[config.mk]
export PLATFORM = sky130hd
export DESIGN_NAME = fcf_ram
export DESIGN_NICKNAME = d
export VERILOG_FILES = /design/src/rtl/fcf_ram.sv
export SDC_FILE = /design/constraint.sdc
export NUM_CORES = 2
export LEC_CHECK = 0
export BUFFER_PORTS_ARGS = -buffer_cell sky130_fd_sc_hd__buf_2
export CAP_MARGIN = 15
export CELL_PAD_IN_SITES_DETAIL_PLACEMENT = 0
export CELL_PAD_IN_SITES_GLOBAL_PLACEMENT = 2
export CORE_UTILIZATION = 55
export CTS_CLUSTER_DIAMETER = 120
export CTS_CLUSTER_SIZE = 25
export DETAILED_ROUTE_END_ITERATION = 8
export GPL_TIMING_DRIVEN = 0
export PLACE_DENSITY_LB_ADDON = 0.08
export RECOVER_POWER = 100
export SLEW_MARGIN = 10
export SYNTH_ARGS = -nofsm -noshare
export SYNTH_HDL_FRONTEND = slang
export SYNTH_SLANG_ARGS = --single-unit
[constraint.sdc]
create_clock -name i_clk -period 5.75 [get_ports i_clk]
set_clock_uncertainty 0.1 [all_clocks]
set_input_delay 0.2875 -clock i_clk [delete_from_list [all_inputs] [get_ports i_clk]]
set_output_delay 0.2875 -clock i_clk [all_outputs]
set_load 0.03 [all_outputs]
[src/rtl/fcf_ram.sv]
// Generic single write port, single read port RAM with registered read.
// Used for the weight, bias and activation stores. No dependencies.
`default_nettype none

module fcf_ram #(
    parameter int WIDTH = 16,
    parameter int DEPTH = 256
) (
    input  wire logic                     i_clk,
    input  wire logic                     i_we,
    input  wire logic [$clog2(DEPTH)-1:0] i_waddr,
    input  wire logic [WIDTH-1:0]         i_wdata,
    input  wire logic [$clog2(DEPTH)-1:0] i_raddr,
    output logic      [WIDTH-1:0]         o_rdata
);

    logic [WIDTH-1:0] r_mem [DEPTH];

    always_ff @(posedge i_clk) begin
        if (i_we) begin
            r_mem[i_waddr] <= i_wdata;
        end
        o_rdata <= r_mem[i_raddr];
    end

endmodule

`default_nettype wire

==> summary by stage <==
STA
The portion of the clock cycle consumed by the worst path in the final layout is 0.912. Headroom to the max-slew limit came out at -2.60. The setup slack of the critical path after layout is 508 ps. The count of final hold-check violations came to 0. At the pin with the least slew margin, the transition time is 5410 ps. The peak clock frequency supported by timing is 191 MHz.

The number of max-slew violations in the final report is 2569. The final setup violation count is 0. Summed over all failing endpoints, the final setup total negative slack is 0 ps. Setup repair after global routing left no endpoint under its margin. Subtracting the final worst setup slack from the clock period gives about 5200 ps.

Clock network
The H-tree generated during clock tree synthesis spans 4 levels. After clock tree synthesis, the setup repair step added 0 buffers. Counting the buffers created by CTS gives 186. TritonCTS built the clock tree. CTS placed an instance of sky130_fd_sc_hd__clkbuf_16 at the clock tree root. In this run the deepest clock path goes through 4 buffers. After clock tree synthesis, the clock-pin slew on the worst setup and hold paths is 100 ps. The total clock sinks is 4112.

Clock latency on the worst-skew pair, taken at its later pin, is 960 ps.

Routing
The per-cell via count in the routed design is 6.97. The per-cell routed wire length is 42.3 um. The count of nets left with antenna violations once routing finished came out at 0. Before antenna repair, the detailed router went through 7 iterations. The count of unresolved DRC violations after routing is 0.

The number of DRC markers after the initial detailed-route iteration is 13600. The total wirelength of the detailed-routed design is 497000 um. The number of vias in the routed layout is 82000.

Critical path
The critical path data arrival time is 5870 ps. The start-to-end type of the worst setup path is primary input to register. Data on the critical path is required at its endpoint by between 6000 and 7000 ps. The top fanout value on the critical path is 10.

STA classifies the critical path endpoint as a register. Walking the worst path, the cells encountered are buf_2 > clkbuf_1 > clkbuf_1 > clkbuf_1 > a21oi_1 > nor3_1 > nor4_1 > nor4_2. The slowest stage of the critical path is the sky130_fd_sc_hd__clkbuf_1 cell.

The largest stage delay on the critical path is between 1000 and 1500 ps. The most prevalent standard cell on the critical path is sky130_fd_sc_hd__clkbuf_1. The worst setup path is launched from a primary input.

Cells and area
The area growth from synthesis to layout is 7.54%. The filler cell count in the final layout is 20500. Of the cells placed in the final design, the portion with a size suffix greater than 1 is 0.173.

The final-stage net count is 7966. The end-of-flow core utilization is 0.597. The area occupied by registers is 123000 um2. The area used by multi-input combinational logic is around 33000 um2.

The final standard cell area without fillers is 171000 um2. For this run, the number of standard cells in the final layout without fillers is approximately 12000.

Die
After floorplanning, the core was divided into 196 placement rows. The initial standard-cell utilization of the core is 0.555. The die width is between 500 and 600 um. The area of the core is 286000 um2.

The floorplan die area is just under 300000 um2. The die outline height is 539 um. In this run the count of I/O pins placed on the die edge is 50.

Logic synthesis
When the netlist entered floorplanning its net count stood at 7394. The largest total area in the synthesized netlist belongs to sky130_fd_sc_hd__edfxtp_1. The number of register bits inferred by synthesis is 4112. Synthesis handed over a netlist of 7360 instances. The number of warnings issued by yosys is 0.

In the synthesized netlist the async set-or-reset flop fraction comes to 0. The commonest register cell after synthesis is sky130_fd_sc_hd__edfxtp_1. Sorting the synthesized cells by area gives the leading types as sky130_fd_sc_hd__edfxtp_1, sky130_fd_sc_hd__mux4_2, sky130_fd_sc_hd__mux2i_1, sky130_fd_sc_hd__o221ai_1, sky130_fd_sc_hd__nor2_1. The mean instance size in the synthesized netlist is around 22 um2.

The share of the Yosys chip area taken by registers is 0.777. Of the post-synthesis cell area, the dominant cell type holds 0.775. The post-synthesis cell area is 159000 um2. The count of unique library cells instantiated by Yosys is 52. The synthesized design contains 4096 enable-type register cells.

Pwr
VDD sags by at most 0.270 mV. For this design the ratio of total power to cell area is roughly 300 nW/um2. For this design the static power due to leakage is 52.3 nW.

Global route
For this run the aggregate overflow at the end of global routing stands at 0. Entering global routing, the biggest net connects 137 pins. The via count of the first global-routing pass is between 70000 and 80000.

The met2 track utilization from global routing is 0.499. The first global-routing pass estimated approximately 670000 um of wire. The initial antenna violation count was 65. The highest-utilization routing layer at the global route stage is met2. The met1 usage in global routing is 0.495. The all-layer global routing usage is 0.340.

The met3 layer usage reported by global route is 0.0918.

Outcome
The run finished, with violations left. The final reports fail on capacitance limit, slew limit.

Placement
The worst slack at placement is -265 ps. The placed wire-length estimate after detailed placement is 350000 um. Buffers placed on the I/O ports in this run total 39. After detailed placement, the design holds a cell count of 11500. The placer congestion estimate is 0.998. After detailed placement, the total cell area comes to 170000 um2.

Flow run
The tool flagged a number of max-cap violations equal to between 40 and 50.

Hold path
The classification of the worst-slack hold path is primary input to register.
-- cells by family (layout without fill, tap and decap cells) --
logic type             Yosys count  after routing  share of synthesized area
flip-flops                    4112           4112                      0.777
multiplexers                  1450           1450                      0.155
AO/OA/AOI/OAI                  786            786                     0.0354
AND/OR/NAND/NOR                556            556                     0.0157
buffers and inverters          456           1060                     0.0169
other                            0             33                          0
-- routing by layer --
layer  wire, um  share of wire  up-vias
li1           -              -    32100
met1     192000           0.39    44000
met2     222000           0.45     5087
met3      62100           0.13      744
met4      20600          0.041       28
met5        206        0.00041        -
-- metrics by stage --
step | hold slack [ps] | power (W)
after floorplan | 286 | 0.0354
after global placement | 626 | 0.0373
after detailed placement | 409 | 0.0374
after CTS | 19.8 | 0.0517
after global routing | 35.4 | 0.0527
final | 34.1 | 0.0516
-- critical path, delay by kind of cell --
family,cells,cell delay [ps]
buffers and inverters,4,3560
AOI/OAI and AO/OA,1,70
and+or+nand+nor,3,1870
-- final cells by class --
type	instances	area share
Inverter	4	0.0000880
Timing Repair Buffer	384	0.0130
Clock buffer	215	0.0280
Tap cell	3762	0.0276
Multi-Input combinational cell	2792	0.192
Buffer	452	0.0158
Sequential cell	4112	0.723
Clock inverter	5	0.000389
Antenna cell	33	0.000484
-- placed cells by master (no fill, tap or decap), drive strengths merged, types with 32 or more instances in the layout --
master	count
o221ai	253
clkbuf	763
a21oi	175
nor2	304
nor3	92
o22ai	148
mux4	797
mux2i	565
a22oi	43
nand3	35
edfxtp	4096
mux2	88
diode	33
buf	272
a22o	32
o21ai	38
nand2	38
-- worst paths after layout --
check	start	to	slack, ps	cells past startpoint
worst max-delay path	i_raddr[2]	o_rdata[4]$_DFF_P_	510	8
worst min-delay path	i_waddr[5]	r_mem[50][4]$_DFFE_PP_	30	3
worst max register to register	r_mem[23][5]$_DFFE_PP_	o_rdata[5]$_DFF_P_	1930	5
worst min register to register	r_mem[208][3]$_DFFE_PP_	o_rdata[3]$_DFF_P_	1050	6
-- cells in the mapped netlist (28+ instances only) --
cell type / n
sky130_fd_sc_hd__a21oi_1: 175
sky130_fd_sc_hd__a221oi_1: 28
sky130_fd_sc_hd__a22o_1: 32
sky130_fd_sc_hd__a22oi_1: 43
sky130_fd_sc_hd__buf_2: 76
sky130_fd_sc_hd__buf_6: 77
sky130_fd_sc_hd__clkbuf_1: 230
sky130_fd_sc_hd__edfxtp_1: 4096
sky130_fd_sc_hd__mux2_2: 88
sky130_fd_sc_hd__mux2i_1: 565
sky130_fd_sc_hd__mux4_2: 797
sky130_fd_sc_hd__nand2_1: 38
sky130_fd_sc_hd__nand3_1: 35
sky130_fd_sc_hd__nor2_1: 304
sky130_fd_sc_hd__nor3_1: 92
sky130_fd_sc_hd__o21ai_0: 37
sky130_fd_sc_hd__o221ai_1: 252
sky130_fd_sc_hd__o22ai_1: 148
-- power by group --
group	leakage [nW]	internal, W	switching [W]
sequential	36.9	0.0330	0.0000197
clock	2.37	0.00594	0.00896
combinational	12.9	0.00109	0.00259
-- timing repair --
action / 4_1_cts / 5_1_grt
endpoints found under the setup margin: 0 / 0
hold buffers: 16 / 0
hold endpoints to repair: 1417 / 0
gates resized for setup: 0 / 0
-- registers in the layout (all words and copies together) (netlist names) --
| signal | flops |
|---|---|
| o_rdata | 16 |
| r_mem | 4096 |
Note: power is estimated with default switching activity, not from simulation.
