<file path="src/rtl/fcf_pkg.sv">
// Package for the fully connected forward core.
// Holds sizes, load kinds, register indexes, state and pipeline tag types.
// No dependencies.
`default_nettype none

package fcf_pkg;

    localparam int OUT_MAX = 64;
    localparam int IN_MAX  = 256;

    localparam int ROW_W   = $clog2(OUT_MAX);
    localparam int COL_W   = $clog2(IN_MAX);
    localparam int WADDR_W = ROW_W + COL_W;
    localparam int VAL_W   = 16;
    localparam int PROD_W  = 2 * VAL_W;
    localparam int ACC_W   = PROD_W + COL_W;
    localparam int RES_W   = 32;
    localparam int OCNT_W  = 7;
    localparam int ICNT_W  = 9;
    localparam int CFG_W   = 9;
    localparam int KIND_W  = 2;

    typedef enum logic [KIND_W-1:0] {
        KIND_WEIGHT = 2'd0,
        KIND_BIAS   = 2'd1,
        KIND_ACT    = 2'd2,
        KIND_NONE   = 2'd3
    } t_kind;

    localparam logic REG_OUT_COUNT = 1'b0;
    localparam logic REG_IN_COUNT  = 1'b1;

    localparam logic [OCNT_W-1:0] OUT_COUNT_RST = OCNT_W'(OUT_MAX);
    localparam logic [ICNT_W-1:0] IN_COUNT_RST  = ICNT_W'(IN_MAX);

    typedef enum logic [1:0] {
        ST_IDLE,
        ST_RUN,
        ST_DRAIN
    } t_state;

    typedef struct packed {
        logic             vld;
        logic             first;
        logic             last_col;
        logic             last_row;
        logic [ROW_W-1:0] row;
    } t_tag;

endpackage

`default_nettype wire

</file>
<file path="src/rtl/fcf_ctrl.sv">
// Sequencer: walks rows and columns of the weight store, one MAC issue per cycle.
// Depends on fcf_pkg.
`default_nettype none

module fcf_ctrl (
    input  wire logic                      i_clk,
    input  wire logic                      i_rst_n,
    input  wire logic                      i_trigger,
    input  wire logic                      i_done,
    input  wire logic [fcf_pkg::ROW_W-1:0] i_row_last,
    input  wire logic [fcf_pkg::COL_W-1:0] i_col_last,
    output logic                           o_busy,
    output logic [fcf_pkg::ROW_W-1:0]      o_row,
    output logic [fcf_pkg::COL_W-1:0]      o_col,
    output fcf_pkg::t_tag                  o_tag
);

    fcf_pkg::t_state            r_state, n_state;
    logic [fcf_pkg::ROW_W-1:0]  r_row, n_row;
    logic [fcf_pkg::COL_W-1:0]  r_col, n_col;
    fcf_pkg::t_tag              r_tag, n_tag;
    logic                       w_issue;
    logic                       w_end_col;
    logic                       w_end_row;

    assign w_end_col = (r_col == i_col_last);
    assign w_end_row = (r_row == i_row_last);

    always_comb begin
        n_state = r_state;
        case (r_state)
            fcf_pkg::ST_IDLE: begin
                if (i_trigger) n_state = fcf_pkg::ST_RUN;
            end
            fcf_pkg::ST_RUN: begin
                if (w_end_col && w_end_row) n_state = fcf_pkg::ST_DRAIN;
            end
            fcf_pkg::ST_DRAIN: begin
                if (i_done) n_state = fcf_pkg::ST_IDLE;
            end
            default: n_state = fcf_pkg::ST_IDLE;
        endcase
    end

    always_comb begin
        w_issue = (r_state == fcf_pkg::ST_RUN);
        o_busy  = (r_state != fcf_pkg::ST_IDLE);
        n_row   = r_row;
        n_col   = r_col;
        if (r_state == fcf_pkg::ST_IDLE) begin
            n_row = '0;
            n_col = '0;
        end else if (w_issue) begin
            if (w_end_col) begin
                n_col = '0;
                n_row = r_row + 1'b1;
            end else begin
                n_col = r_col + 1'b1;
            end
        end
        n_tag.vld      = w_issue;
        n_tag.first    = (r_col == '0);
        n_tag.last_col = w_end_col;
        n_tag.last_row = w_end_row;
        n_tag.row      = r_row;
    end

    always_ff @(posedge i_clk) begin
        if (!i_rst_n) begin
            r_state <= fcf_pkg::ST_IDLE;
            r_row   <= '0;
            r_col   <= '0;
            r_tag   <= '0;
        end else begin
            r_state <= n_state;
            r_row   <= n_row;
            r_col   <= n_col;
            r_tag   <= n_tag;
        end
    end

    assign o_row = r_row;
    assign o_col = r_col;
    assign o_tag = r_tag;

endmodule

`default_nettype wire

</file>
<file path="config.mk">
export PLATFORM = sky130hd
export DESIGN_NAME = fcf_ctrl
export DESIGN_NICKNAME = d
export VERILOG_FILES = /design/src/rtl/fcf_pkg.sv /design/src/rtl/fcf_ctrl.sv
export SDC_FILE = /design/constraint.sdc
export NUM_CORES = 1
export LEC_CHECK = 0
export ABC_AREA = 0
export BUFFER_PORTS_ARGS = -buffer_cell sky130_fd_sc_hd__buf_2
export CAP_MARGIN = 20
export CORE_UTILIZATION = 50
export DETAILED_ROUTE_END_ITERATION = 12
export GPL_ROUTABILITY_DRIVEN = 0
export HOLD_SLACK_MARGIN = 0.05
export PLACE_DENSITY_LB_ADDON = 0.05
export SLEW_MARGIN = 40
export SYNTH_ARGS = -nofsm -noshare
export SYNTH_HDL_FRONTEND = slang
export SYNTH_SLANG_ARGS = --single-unit
</file>
<file path="constraint.sdc">
create_clock -name i_clk -period 3.8 [get_ports i_clk]
set_input_delay 0.38 -clock i_clk [delete_from_list [all_inputs] [get_ports i_clk]]
set_output_delay 0.38 -clock i_clk [all_outputs]
set_load 0.005 [all_outputs]
</file>
==> metrics.txt <==
# TYPE chip_impl_metric gauge
chip_impl_info{name="postSynth.topFlopCell",value="dfxtp_1"} 1
chip_impl_metric{name="postSynth.asyncResetShare",unit="%"} 0
chip_impl_metric{name="worst_setup_hold_path_clk_slew",unit="ps"} 130
chip_impl_metric{name="ctsResizeCount",unit=""} 0
chip_impl_metric{name="final.min_clock_period",unit="ps"} 1970
chip_impl_metric{name="num_vias",unit=""} 1044
chip_impl_metric{name="core-area",unit="um^2"} 2480
chip_impl_metric{name="cts_hold_buf",unit=""} 0
chip_impl_info{name="cts_tree",value="built"} 1
chip_impl_metric{name="clock_insertion_delay_worst_skew",unit="ps"} 310
chip_impl_metric{name="synth_sequential_area_ratio",unit="%"} 39.5
chip_impl_info{name="cts.root.buffer_cell",value="clkbuf_4"} 1
chip_impl_info{name="crit_path_end_kind",value="register"} 1
chip_impl_metric{name="share_of_final_layout_standard_cells_stronger_than_drive_strength_1",unit="%"} 31.3
chip_impl_metric{name="crit_fanout",unit=""} 11
chip_impl_metric{name="power.total",unit="W"} 0.000435
chip_impl_metric{name="slew_violations",unit=""} 0
chip_impl_metric{name="die_h",unit="um"} 53.3
chip_impl_info{name="critical_path_class",value="register to register"} 1
chip_impl_metric{name="power.net_switching",unit="W"} 0.000102
chip_impl_metric{name="power.share.sequential",unit="%"} 64.2
chip_impl_metric{name="synth.top_cell.area_share",unit="%"} 39.5
chip_impl_metric{name="worst_ep_arrival_time",unit="ps"} 2170
chip_impl_metric{name="syn_avg_cell_area",unit="um^2"} 9.97
chip_impl_metric{name="chipWidth",unit="um"} 53.3
chip_impl_metric{name="worst_margin_slew",unit="ps"} 657
chip_impl_metric{name="grt.total_usage",unit="%"} 18.7
chip_impl_metric{name="postSynthNetCount",unit=""} 153
chip_impl_metric{name="via_count_of_the_first_global_routing_pass",unit=""} 883
chip_impl_metric{name="port-buffer-count",unit=""} 42
chip_impl_metric{name="i_o_pin_total",unit=""} 43
chip_impl_metric{name="clock_tree.buffer_depth",unit=""} 2
chip_impl_metric{name="power.share.combinational",unit="%"} 10.0
chip_impl_metric{name="drt-vias-per-instance",unit=""} 5.33
chip_impl_metric{name="post-dp-hpwl",unit="mm"} 1.91
chip_impl_metric{name="critical_path_required",unit="ps"} 4000
chip_impl_metric{name="powerDensity",unit="nW/um^2"} 289
chip_impl_info{name="synth_cell_count_leaders",value="26 x dfxtp_1, 10 x and2_1, 10 x xnor2_1"} 1
chip_impl_info{name="rsz0062_at_grt",value="false"} 1
chip_impl_metric{name="power.static_leakage",unit="nW"} 0.662
chip_impl_info{name="run_status",value="completed"} 1
chip_impl_info{name="type_of_origin_of_the_critical_path",value="register"} 1
chip_impl_metric{name="area_growth_syn_to_layout",unit="%"} 14.3
chip_impl_metric{name="max-cap-violations",unit=""} 0
chip_impl_metric{name="setup-tns-final",unit="ps"} 0
chip_impl_metric{name="internal_power",unit="W"} 0.000333
chip_impl_metric{name="final_stage_net_count",unit=""} 189
chip_impl_metric{name="power.switching_fraction",unit="%"} 23.4
chip_impl_metric{name="postSynthCellCount",unit=""} 132
chip_impl_metric{name="synth_seq_cells",unit=""} 26
chip_impl_metric{name="drtAntennaViolNets",unit=""} 0
chip_impl_metric{name="dieArea",unit="um^2"} 2840
chip_impl_metric{name="grt_first_pass_wirelength",unit="mm"} 3.84
chip_impl_metric{name="regToRegSetupSlack",unit="ps"} 1830
chip_impl_info{name="synth_top_area_cell",value="dfxtp_1"} 1
chip_impl_metric{name="antenna_cells_inserted",unit=""} 0
chip_impl_metric{name="worst_clock_skew",unit="ps"} 0.824
chip_impl_metric{name="number_of_antenna_violations_at_the_first_check_in_global_routing",unit=""} 0
chip_impl_metric{name="final_hold_violations",unit=""} 0
chip_impl_metric{name="cts_htree_levels",unit=""} 1
chip_impl_metric{name="synth_warnings",unit=""} 0
chip_impl_metric{name="reg2regPathDepth",unit=""} 4
chip_impl_metric{name="min_period_over_period",unit="%"} 52.0
chip_impl_metric{name="wl_per_cell",unit="um"} 12.6
chip_impl_metric{name="report.final.setup_viol",unit=""} 0
chip_impl_info{name="holdCritPathClass",value="input port to register"} 1
chip_impl_metric{name="grt-ovfl-total",unit=""} 0
chip_impl_metric{name="clkSinkCount",unit=""} 26
chip_impl_metric{name="post-route-drc-count",unit=""} 0
chip_impl_metric{name="cts_made_buffers",unit=""} 3
chip_impl_metric{name="vdd.ir_drop.worst",unit="uV"} 198
chip_impl_metric{name="synth_enable_flop_cells",unit=""} 0
chip_impl_metric{name="syn_area",unit="um^2"} 1320
chip_impl_info{name="post_synth_main_area_contributors",value="dfxtp_1 40%, xnor2_1 6.7%, xor2_1 5.3%, and2_1 4.8%, nand4_1 4.3%"} 1
chip_impl_metric{name="power.share.clock",unit="%"} 25.8
chip_impl_info{name="most_used_standard_cell_by_instance_count_after_synthesis",value="dfxtp_1"} 1
chip_impl_metric{name="number_of_setup_buffers_added_after_cts",unit=""} 0
chip_impl_metric{name="core.rowCount",unit=""} 18
chip_impl_metric{name="drt_pre_antenna_iters",unit=""} 4
chip_impl_metric{name="synthDistinctLibCells",unit=""} 35
chip_impl_metric{name="hold-path-cell-count",unit=""} 3
chip_impl_metric{name="max_clock_freq",unit="GHz"} 0.506
chip_impl_metric{name="grt_max_degree",unit=""} 15
chip_impl_metric{name="detail_route.wirelength",unit="mm"} 2.47
chip_impl_metric{name="floorplan.initialDensity",unit="%"} 53.1
chip_impl_metric{name="slew_headroom",unit="%"} 56.1
chip_impl_metric{name="drtIter0Drc",unit=""} 14
-- final timing paths --
kind | startpoint | end
min | i_trigger | r_state[0]$_SDFFE_PN0P_
min reg2reg | r_state[0]$_SDFFE_PN0P_ | r_state[0]$_SDFFE_PN0P_
max | o_col[5]$_SDFFE_PP0N_ | o_col[3]$_SDFFE_PP0N_
max reg2reg | o_col[5]$_SDFFE_PP0N_ | o_col[3]$_SDFFE_PP0N_
-- cell families (layout without fill, tap and decap cells) --
| group | Yosys count | count (layout) | synth area share, % |
|---|---|---|---|
| DFF | 26 | 26 | 39.5 |
| and+or+nand+nor | 54 | 54 | 24.2 |
| adders and majority gates | 3 | 3 | 2.85 |
| muxes | 2 | 2 | 1.52 |
| buffers and inverters | 13 | 47 | 6.84 |
| AOI/OAI and AO/OA | 14 | 14 | 10.6 |
| xor gates and xnor gates | 20 | 20 | 14.4 |
-- metrics by stage --
step | utilization [%] | hold slack, ps | cells | cell area (um^2) | worst slack, ps
global placement | 59.8 | 510 | 193 | 1480 | 1870
detailed placement | 59.8 | 510 | 193 | 1480 | 1790
finish | 60.7 | 358 | 196 | 1500 | 1830
global route | 60.7 | 380 | 196 | 1500 | 1670
CTS | 60.7 | 356 | 196 | 1500 | 1810
floorplan | - | 472 | 132 | 1320 | 2370
-- worst max-delay path: stages (launching register included) --
cell and delay, ps:
dfxtp_1 470, xnor2_1 160, nand4_1 550, o31ai_4 570
nor2_1 120
-- cell usage in the layout, fill, tap and decap left out --
master    count
buf_2        42
dfxtp_1      26
and2_1       10
xnor2_1      10
nand4_1       9
nand2_1       9
xor2_1        8
nor2_1        8
nand2b_1      6
o311ai_1      3
o41ai_1       3
ha_1          3
clkbuf_4      3
inv_1         2
xnor2_2       2
nor2b_1       2
and3_1        2
mux2i_1       2
or2_1         1
nor3_1        1
nand4_2       1
nor3_4        1
nor4bb_1      1
a31o_1        1
o31ai_4       1
and4b_1       1
or4_1         1
nor4_1        1
o21ai_0       1
a31oi_1       1
o311ai_2      1
o41ai_2       1
a211oi_1      1
a21oi_1       1
-- routing by layer --
layer / part of all wire [%] / vias to the layer above / routed length (um) / GRT usage [%]
met5: 0 / - / 0 / 0
met4: 1.3 / 0 / 31 / 7.02
met3: 4.8 / 5 / 118 / 3.45
met2: 43 / 30 / 1050 / 27.7
met1: 51 / 481 / 1270 / 26.5
li1: - / 528 / - / -
-- layout make-up --
cell class,instances,area (um^2)
fill,222,973
clock buffer,3,22.5
tap,30,37.5
sequential,26,520
timing repair buffer,42,210
multi-input combinational,93,706
inverter,2,7.51
-- flip-flops by register name, indices dropped and copies added, names as in the netlist --
register  flops
o_col         8
r_state       2
o_row         6
o_tag        10
-- power by group through the flow --
stage	Sequential (W)	Clock (W)	Combinational [W]
final	0.000279	0.000112	0.0000435
after global routing	0.000280	0.000127	0.0000479
after CTS	0.000279	0.000117	0.0000443
after detailed placement	0.000285	0	0.0000439
after global placement	0.000285	0	0.0000427
after floorplan	0.000285	0	0.0000285
Note: power is estimated with default switching activity, not from simulation.
