===== src/rtl/fcf_pkg.sv =====
// Package for the fully connected forward core.
// Holds sizes, load kinds, register indexes, state and pipeline tag types.
// No dependencies.
`default_nettype none

package fcf_pkg;

    localparam int OUT_MAX = 64;
    localparam int IN_MAX  = 256;

    localparam int ROW_W   = $clog2(OUT_MAX);
    localparam int COL_W   = $clog2(IN_MAX);
    localparam int WADDR_W = ROW_W + COL_W;
    localparam int VAL_W   = 16;
    localparam int PROD_W  = 2 * VAL_W;
    localparam int ACC_W   = PROD_W + COL_W;
    localparam int RES_W   = 32;
    localparam int OCNT_W  = 7;
    localparam int ICNT_W  = 9;
    localparam int CFG_W   = 9;
    localparam int KIND_W  = 2;

    typedef enum logic [KIND_W-1:0] {
        KIND_WEIGHT = 2'd0,
        KIND_BIAS   = 2'd1,
        KIND_ACT    = 2'd2,
        KIND_NONE   = 2'd3
    } t_kind;

    localparam logic REG_OUT_COUNT = 1'b0;
    localparam logic REG_IN_COUNT  = 1'b1;

    localparam logic [OCNT_W-1:0] OUT_COUNT_RST = OCNT_W'(OUT_MAX);
    localparam logic [ICNT_W-1:0] IN_COUNT_RST  = ICNT_W'(IN_MAX);

    typedef enum logic [1:0] {
        ST_IDLE,
        ST_RUN,
        ST_DRAIN
    } t_state;

    typedef struct packed {
        logic             vld;
        logic             first;
        logic             last_col;
        logic             last_row;
        logic [ROW_W-1:0] row;
    } t_tag;

endpackage

`default_nettype wire


===== src/rtl/fcf_mac.sv =====
// Shared multiply-accumulate unit: product register, wide accumulator with bias,
// saturation to signed Q16.16 and the result register. Depends on fcf_pkg.
`default_nettype none

module fcf_mac (
    input  wire logic                             i_clk,
    input  wire logic                             i_rst_n,
    input  wire fcf_pkg::t_tag                    i_tag,
    input  wire logic signed [fcf_pkg::VAL_W-1:0] i_act,
    input  wire logic signed [fcf_pkg::VAL_W-1:0] i_weight,
    input  wire logic signed [fcf_pkg::VAL_W-1:0] i_bias,
    output logic                                  o_valid,
    output logic [fcf_pkg::ROW_W-1:0]             o_index,
    output logic signed [fcf_pkg::RES_W-1:0]      o_value,
    output logic                                  o_last
);

    localparam int SAT_W = fcf_pkg::ACC_W - fcf_pkg::RES_W + 1;

    fcf_pkg::t_tag                      r_tag2;
    logic signed [fcf_pkg::PROD_W-1:0]  r_prod;
    logic signed [fcf_pkg::VAL_W-1:0]   r_bias;
    logic signed [fcf_pkg::ACC_W-1:0]   r_acc, n_acc;
    logic                               r_done;
    logic                               r_done_last;
    logic [fcf_pkg::ROW_W-1:0]          r_done_row;
    logic signed [fcf_pkg::RES_W-1:0]   n_sat;
    logic [SAT_W-1:0]                   w_top;

    always_comb begin
        if (r_tag2.first) begin
            n_acc = (fcf_pkg::ACC_W'(r_bias) <<< 8) + fcf_pkg::ACC_W'(r_prod);
        end else begin
            n_acc = r_acc + fcf_pkg::ACC_W'(r_prod);
        end
    end

    assign w_top = r_acc[fcf_pkg::ACC_W-1:fcf_pkg::RES_W-1];

    always_comb begin
        if (w_top == '0 || w_top == '1) begin
            n_sat = r_acc[fcf_pkg::RES_W-1:0];
        end else if (r_acc[fcf_pkg::ACC_W-1]) begin
            n_sat = {1'b1, {(fcf_pkg::RES_W-1){1'b0}}};
        end else begin
            n_sat = {1'b0, {(fcf_pkg::RES_W-1){1'b1}}};
        end
    end

    always_ff @(posedge i_clk) begin
        r_prod <= i_act * i_weight;
        r_bias <= i_bias;
        if (r_tag2.vld) begin
            r_acc <= n_acc;
        end
        r_done_row  <= r_tag2.row;
        r_done_last <= r_tag2.last_row;
        o_index     <= r_done_row;
        o_value     <= n_sat;
        o_last      <= r_done_last;
    end

    always_ff @(posedge i_clk) begin
        if (!i_rst_n) begin
            r_tag2  <= '0;
            r_done  <= 1'b0;
            o_valid <= 1'b0;
        end else begin
            r_tag2  <= i_tag;
            r_done  <= r_tag2.vld && r_tag2.last_col;
            o_valid <= r_done;
        end
    end

endmodule

`default_nettype wire


===== config.mk =====
export PLATFORM = sky130hd
export DESIGN_NAME = fcf_mac
export DESIGN_NICKNAME = d
export VERILOG_FILES = /design/src/rtl/fcf_pkg.sv /design/src/rtl/fcf_mac.sv
export SDC_FILE = /design/constraint.sdc
export NUM_CORES = 1
export LEC_CHECK = 0
export ABC_CLOCK_PERIOD_IN_PS = 7500
export BUFFER_PORTS_ARGS = -buffer_cell sky130_fd_sc_hd__buf_2
export CORE_MARGIN = 3
export CORE_UTILIZATION = 55
export DETAILED_ROUTE_END_ITERATION = 6
export GPL_TIMING_DRIVEN = 0
export HOLD_SLACK_MARGIN = 0.06
export PLACE_DENSITY_LB_ADDON = 0.1
export SLEW_MARGIN = 20
export SYNTH_ARGS = -nofsm -noshare
export SYNTH_HDL_FRONTEND = slang
export SYNTH_SLANG_ARGS = --single-unit

===== constraint.sdc =====
create_clock -name i_clk -period 7.5 [get_ports i_clk]
set_input_delay 1.5 -clock i_clk [delete_from_list [all_inputs] [get_ports i_clk]]
set_output_delay 1.5 -clock i_clk [all_outputs]
set_load 0.1 [all_outputs]

==> results.py, run 1 <==
metrics = {
    "synth": {
        "synth_top_area_share_pct": 30.1,
        "syn_area_per_cell_um2": 9.25,
        "yosys-top-cells-count": "inv_1 (320), fa_1 (264), nand2_1 (210)",
        "syn_inst": 1899,
        "ys_async_sr_fraction_pct": 0,
        "synth_flop_cell": "dfxtp_1",
        "syn-num-nets": 2368,
        "yosysMostFrequentCell": "inv_1",
        "synth_area_leader_cell": "fa_1",
        "ys_ff_latch": 146,
        "synth_cell_types": 79,
        "synth_edf_count": 40,
        "synth_area_um2": 17600,
        "synth.area.top_cells": "fa_1 (30%), dfxtp_1 (12%), ha_1 (10%)",
        "ys.warnings.count": 0,
        "ys_seq_area_share_pct": 18.9,
    },
    "floorplan": {
        "die_h_um": 185,
        "boundaryPins": 100,
        "num_rows": 64,
        "die_x_um": 185,
        "core_area_um2": 31100,
        "die_area_um2": 34100,
        "initial_core_util_pct": 56.5,
    },
    "detailed_routing": {
        "ant_nets": 0,
        "drc": 0,
        "firstDrtPassIters": 5,
        "vias": 13400,
        "wl_mm": 43.3,
        "wl_per_cell_um": 17.9,
        "viasPerCell": 5.54,
        "dr.first_iter.drc_count": 817,
    },
    "global_route": {
        "antenna_found_initial": 0,
        "grt_pass1_wl_mm": 72.3,
        "grt_pass1_vias": 13900,
        "grt_usage_pct": 26.9,
        "grt_max_degree": 26,
        "grt-ovfl-total": 0,
    },
    "placed_design": {
        "place_hpwl_mm": 36.2,
        "numPortBuffers": 99,
        "gp_congestion": 0.973,
        "dp_slack_ps": -380,
    },
    "worst_setup_path": {
        "ff2ff_path_depth": 11,
        "path_cells": "buf_2 > clkbuf_1 > nand2_1 > fa_1 > inv_1 > fa_1 > fa_1 > fa_1 > fa_1 > inv_1 > fa_1 > inv_1 > ha_1 > and3_1 > a311oi_1 > o21a_1 > a2111oi_2 > o31ai_1 > a211oi_1 > xor2_1",
        "critPathRequiredTime_ps": 7860,
        "worstPathArrival_ps": 7650,
        "cp.buffers_inverters": 5,
        "cpPeakStageDelay_ps": 590,
        "crit_top_cell": "fa_1",
        "worstSetupPathType": "in -> reg",
        "path_max_fanout": 10,
        "critPathTopFamily": "adder cells",
        "timing.rr.end": "r_acc[35]",
        "critPathLaunchType": "input pin",
        "cp_slowest_cell": "fa_1",
        "cp-end-kind": "register",
        "rrSetupSlack_ps": 4260,
        "regToRegStartpoint": "r_prod[8]",
    },
    "clocking": {
        "cts_setup_buffers": 0,
        "cts_made_buffers": 17,
        "clock-root-buffer": "clkbuf_16",
        "cts.sinks": 146,
        "htree_levels": 4,
        "cts_buffer_depth": 2,
        "clkSlewWorstSetupHoldPaths_ps": 70,
        "clk_latency_ps": 440,
        "cts_tree": "done",
    },
    "min_path": {
        "whs_endpoint": "o_index[1]",
        "hold_path.startpoint": "r_done_row[1]",
        "min_path_cells": 0,
        "hp-class": "reg -> reg",
    },
    "final_layout": {
        "n_fill_cell": 2730,
        "fin_nets": 2482,
        "num_antenna_cells": 0,
        "area_delta_synth_final_pct": 9.32,
        "drive_gt1_share_pct": 8.39,
    },
    "sta": {
        "rsz0062_at_grt": "false",
        "maxSlewViolCount": 0,
        "layout_setup_ws_ps": 210,
        "max-slew-margin-rel_pct": 36.6,
        "fin_skew_ps": 12.6,
        "min_period_ps": 7290,
        "hold_violations": 0,
        "tightestPinTransition_ps": 944,
        "finalSetupViolations": 0,
        "timing.fmax_mhz": 137,
        "fin_crit_sh_pct": 97.2,
    },
    "run_status": {
        "status": "complete, no violations",
    },
    "job": {
        "drv_cap": 0,
    },
}
==> what timing repair did <==
item | CTS | global route
gates resized for setup | 0 | 9
setup endpoints to repair | 0 | 6
hold buffers | 0 | 0
==> cell type report <==
| cell class | instances | area, µm² | share of cell area (%) |
|---|---|---|---|
| Buffer | 59 | 231 | 1.21 |
| Sequential cell | 146 | 3320 | 17.3 |
| Clock buffer | 18 | 450 | 2.35 |
| Timing Repair Buffer | 100 | 515 | 2.68 |
| Inverter | 321 | 1200 | 6.27 |
| Tap cell | 396 | 495 | 2.58 |
| Multi-Input combinational cell | 1368 | 12800 | 66.7 |
| Clock inverter | 14 | 181 | 0.945 |
==> sequential cells by signal (all words and copies together), names as in the netlist <==
| register | flops |
|---|---|
| r_acc | 40 |
| o_value | 32 |
| r_prod | 32 |
| r_bias | 16 |
| r_tag2 | 10 |
| o_index | 6 |
| r_done_row | 6 |
| o_last | 1 |
| o_valid | 1 |
| r_done | 1 |
| r_done_last | 1 |
==> cells by family after synthesis <==
logic type / after synthesis / share of synthesized area (%)
AO/OA/AOI/OAI: 329 / 12.6
multiplexers: 11 / 0.648
flip-flops: 146 / 18.9
AND/OR/NAND/NOR: 550 / 15.7
buffers and inverters: 385 / 8.26
adder cells (fa/ha/maj): 409 / 40.4
XOR/XNOR: 69 / 3.44
==> cell usage in the layout, fill, tap and decap left out, drive strengths merged, types with 25 or more instances in the layout <==
cell,count
xor2,25
and2,135
a21o,32
clkbuf,72
ha,145
xnor2,44
a21oi,59
inv,329
edfxtp,40
o21ai,93
dfxtp,106
buf,105
fa,264
nor2,68
nand3,25
nand2,212
==> how the worst max path moves through the flow <==
stage,start,end,slack [ps],cells past startpoint
global route,i_act[9],r_prod[28],2,22
detailed placement,i_weight[7],r_prod[28],-380,23
finish,i_act[8],r_prod[28],210,20
floorplan,i_weight[7],r_prod[28],650,22
CTS,i_weight[7],r_prod[28],80,23
global placement,i_weight[7],r_prod[28],-350,23
==> per-layer routing <==
layer | vias to the layer above | global-route usage (%) | routed length, µm
met5 | - | 0 | 0
met4 | 0 | 9.90 | 1420
met3 | 91 | 2.84 | 2460
met2 | 448 | 45.1 | 20200
met1 | 6489 | 36.6 | 19200
li1 | 6392 | - | -
==> through the flow <==
step / setup TNS, ps / instances / hold slack [ps] / util [%] / cell area, µm²
final: 0 / 2422 / 327 / 61.8 / 19200
after global routing: 0 / 2422 / 337 / 61.8 / 19200
after CTS: 0 / 2427 / 328 / 61.8 / 19200
after detailed placement: -2080 / 2395 / 313 / 59.8 / 18600
after global placement: -1680 / 2394 / 310 / 59.7 / 18600
after floorplan: 0 / 1899 / 310 / - / 17600
Power of run 1 is left out: the tool's default activity adds up to more than one toggle a clock period on the data nets, which glitch-free logic cannot reach.
==> run 2: changes to the inputs <==
Settings changed: ABC_CLOCK_PERIOD_IN_PS 7500 to 9400, CORE_ASPECT_RATIO set to 0.75.
Clock period 7.5 ns to 9.4 ns, I/O delays scaled along.
==> run 2 against run 1 <==
Compared with the run above:
- routed wire length is 0.85% higher
- via count is 1.7% higher
- sequential share of layout area hardly changed
- cell area is 0.22% higher
- critical endpoint is now r_prod[31]
==> results.py, run 2 (synthesis results as in run 1) <==
metrics = {
    "final_layout": {
        "n_fill_cell": 2758,
        "area_delta_synth_final_pct": 9.56,
        "fin_nets": 2487,
        "largest_reg_flops": 40,
        "drive_gt1_share_pct": 8.03,
        "layout_common_cells": "inv_1 (320), fa_1 (264), nand2_1 (210), ha_1 (145), and2_1 (135)",
        "largest_registers": "r_acc (40), o_value (32), r_prod (32)",
        "mostFrequentLayoutCell": "inv_1",
        "num_antenna_cells": 0,
        "largest_register": "r_acc",
    },
    "global_route": {
        "grt_max_degree": 27,
        "grt_pass1_vias": 13900,
        "antenna_found_initial": 2,
        "grt-ovfl-total": 0,
        "grt_usage_pct": 26.9,
        "grt_pass1_wl_mm": 71.8,
    },
    "worst_setup_path": {
        "cp-end-kind": "register",
        "crit_top_cell": "fa_1",
        "critPathRequiredTime_ps": 9760,
        "cpPeakStageDelay_ps": 570,
        "critPathLaunchType": "input pin",
        "path_max_fanout": 10,
        "path_cells": "buf_2 > clkbuf_1 > nand2_1 > inv_1 > fa_1 > fa_1 > fa_1 > fa_1 > fa_1 > inv_1 > fa_1 > inv_1 > ha_1 > a211o_1 > a211oi_1 > o21ai_0 > o21ba_2 > o21ai_1 > a31oi_1 > nor2_1 > o211ai_1",
        "cp.buffers_inverters": 5,
        "worstPathArrival_ps": 8230,
        "worstSetupPathType": "in -> reg",
        "critPathTopFamily": "adder cells",
        "cp_slowest_cell": "fa_1",
    },
    "floorplan": {
        "core_area_um2": 31400,
        "die_area_um2": 34100,
        "num_rows": 56,
        "die_h_um": 161,
        "initial_core_util_pct": 56.0,
        "die_x_um": 212,
        "boundaryPins": 100,
    },
    "sta": {
        "rsz0062_at_grt": "false",
        "min_period_ps": 7870,
        "finalSetupTns_ps": 0,
        "fin_crit_sh_pct": 83.7,
        "finalSetupViolations": 0,
        "max-slew-margin-rel_pct": 38.2,
        "fin_skew_ps": 8.19,
        "maxSlewViolCount": 0,
        "tightestPinTransition_ps": 918,
        "hold_violations": 0,
        "timing.fmax_mhz": 127,
    },
    "detailed_routing": {
        "vias": 13700,
        "firstDrtPassIters": 5,
        "dr.first_iter.drc_count": 1104,
        "ant_nets": 0,
        "wl_mm": 43.7,
        "viasPerCell": 5.60,
        "drc": 0,
        "wl_per_cell_um": 17.9,
    },
    "clocking": {
        "cts_resized": 0,
        "cts_setup_buffers": 0,
        "cts_hold_buf": 0,
        "cts_made_buffers": 17,
        "clk_latency_ps": 440,
        "cts.sinks": 146,
        "clock-root-buffer": "clkbuf_16",
        "cts_tree": "done",
        "htree_levels": 4,
        "clkSlewWorstSetupHoldPaths_ps": 60,
        "cts_buffer_depth": 2,
    },
    "run_status": {
        "status": "complete, no violations",
    },
    "placed_design": {
        "place_hpwl_mm": 36.7,
        "gp_congestion": 0.938,
        "numPortBuffers": 99,
    },
    "min_path": {
        "hp-class": "reg -> reg",
    },
    "job": {
        "drv_cap": 0,
    },
}
[run 2: path summary, 6_finish.rpt]
| check | from | to | slack (ps) | depth (start not counted) |
|---|---|---|---|---|
| hold / removal | r_tag2[1] | r_done_row[1] | 330 | 0 |
| hold reg to reg | r_tag2[1] | r_done_row[1] | 330 | 0 |
| setup reg to reg | r_prod[8] | r_acc[33] | 6170 | 11 |
| setup / recovery | i_act[15] | r_prod[31] | 1530 | 21 |
[run 2: per-layer routing]
layer	share of wire (%)	GRT usage [%]	up-vias
li1	-	-	6405
met5	0.021	0	-
met3	8.0	6.17	66
met2	44	41.4	442
met1	46	39.1	6737
met4	2.0	5.89	2
[run 2: metrics by stage]
stage | setup slack, ps | utilization, % | cells | hold WS [ps] | instance area (µm²)
floorplan | 2170 | - | 1899 | 310 | 17600
global placement | 1230 | 59.2 | 2404 | 311 | 18600
detailed placement | 1160 | 59.2 | 2405 | 314 | 18600
CTS | 1600 | 61.3 | 2437 | 326 | 19200
global route | 1230 | 61.3 | 2437 | 325 | 19200
finish | 1530 | 61.3 | 2437 | 325 | 19200
[run 2: final cells by class]
cell class / instances / area (µm²) / area share [%]
tap: 406 / 508 / 2.64
clock buffer: 21 / 482 / 2.50
multi-input combinational: 1368 / 12800 / 66.5
clock inverter: 11 / 173 / 0.897
timing repair buffer: 100 / 515 / 2.68
inverter: 321 / 1200 / 6.26
buffer: 64 / 245 / 1.27
sequential: 146 / 3320 / 17.3
Power of run 2 is left out for the same reason.
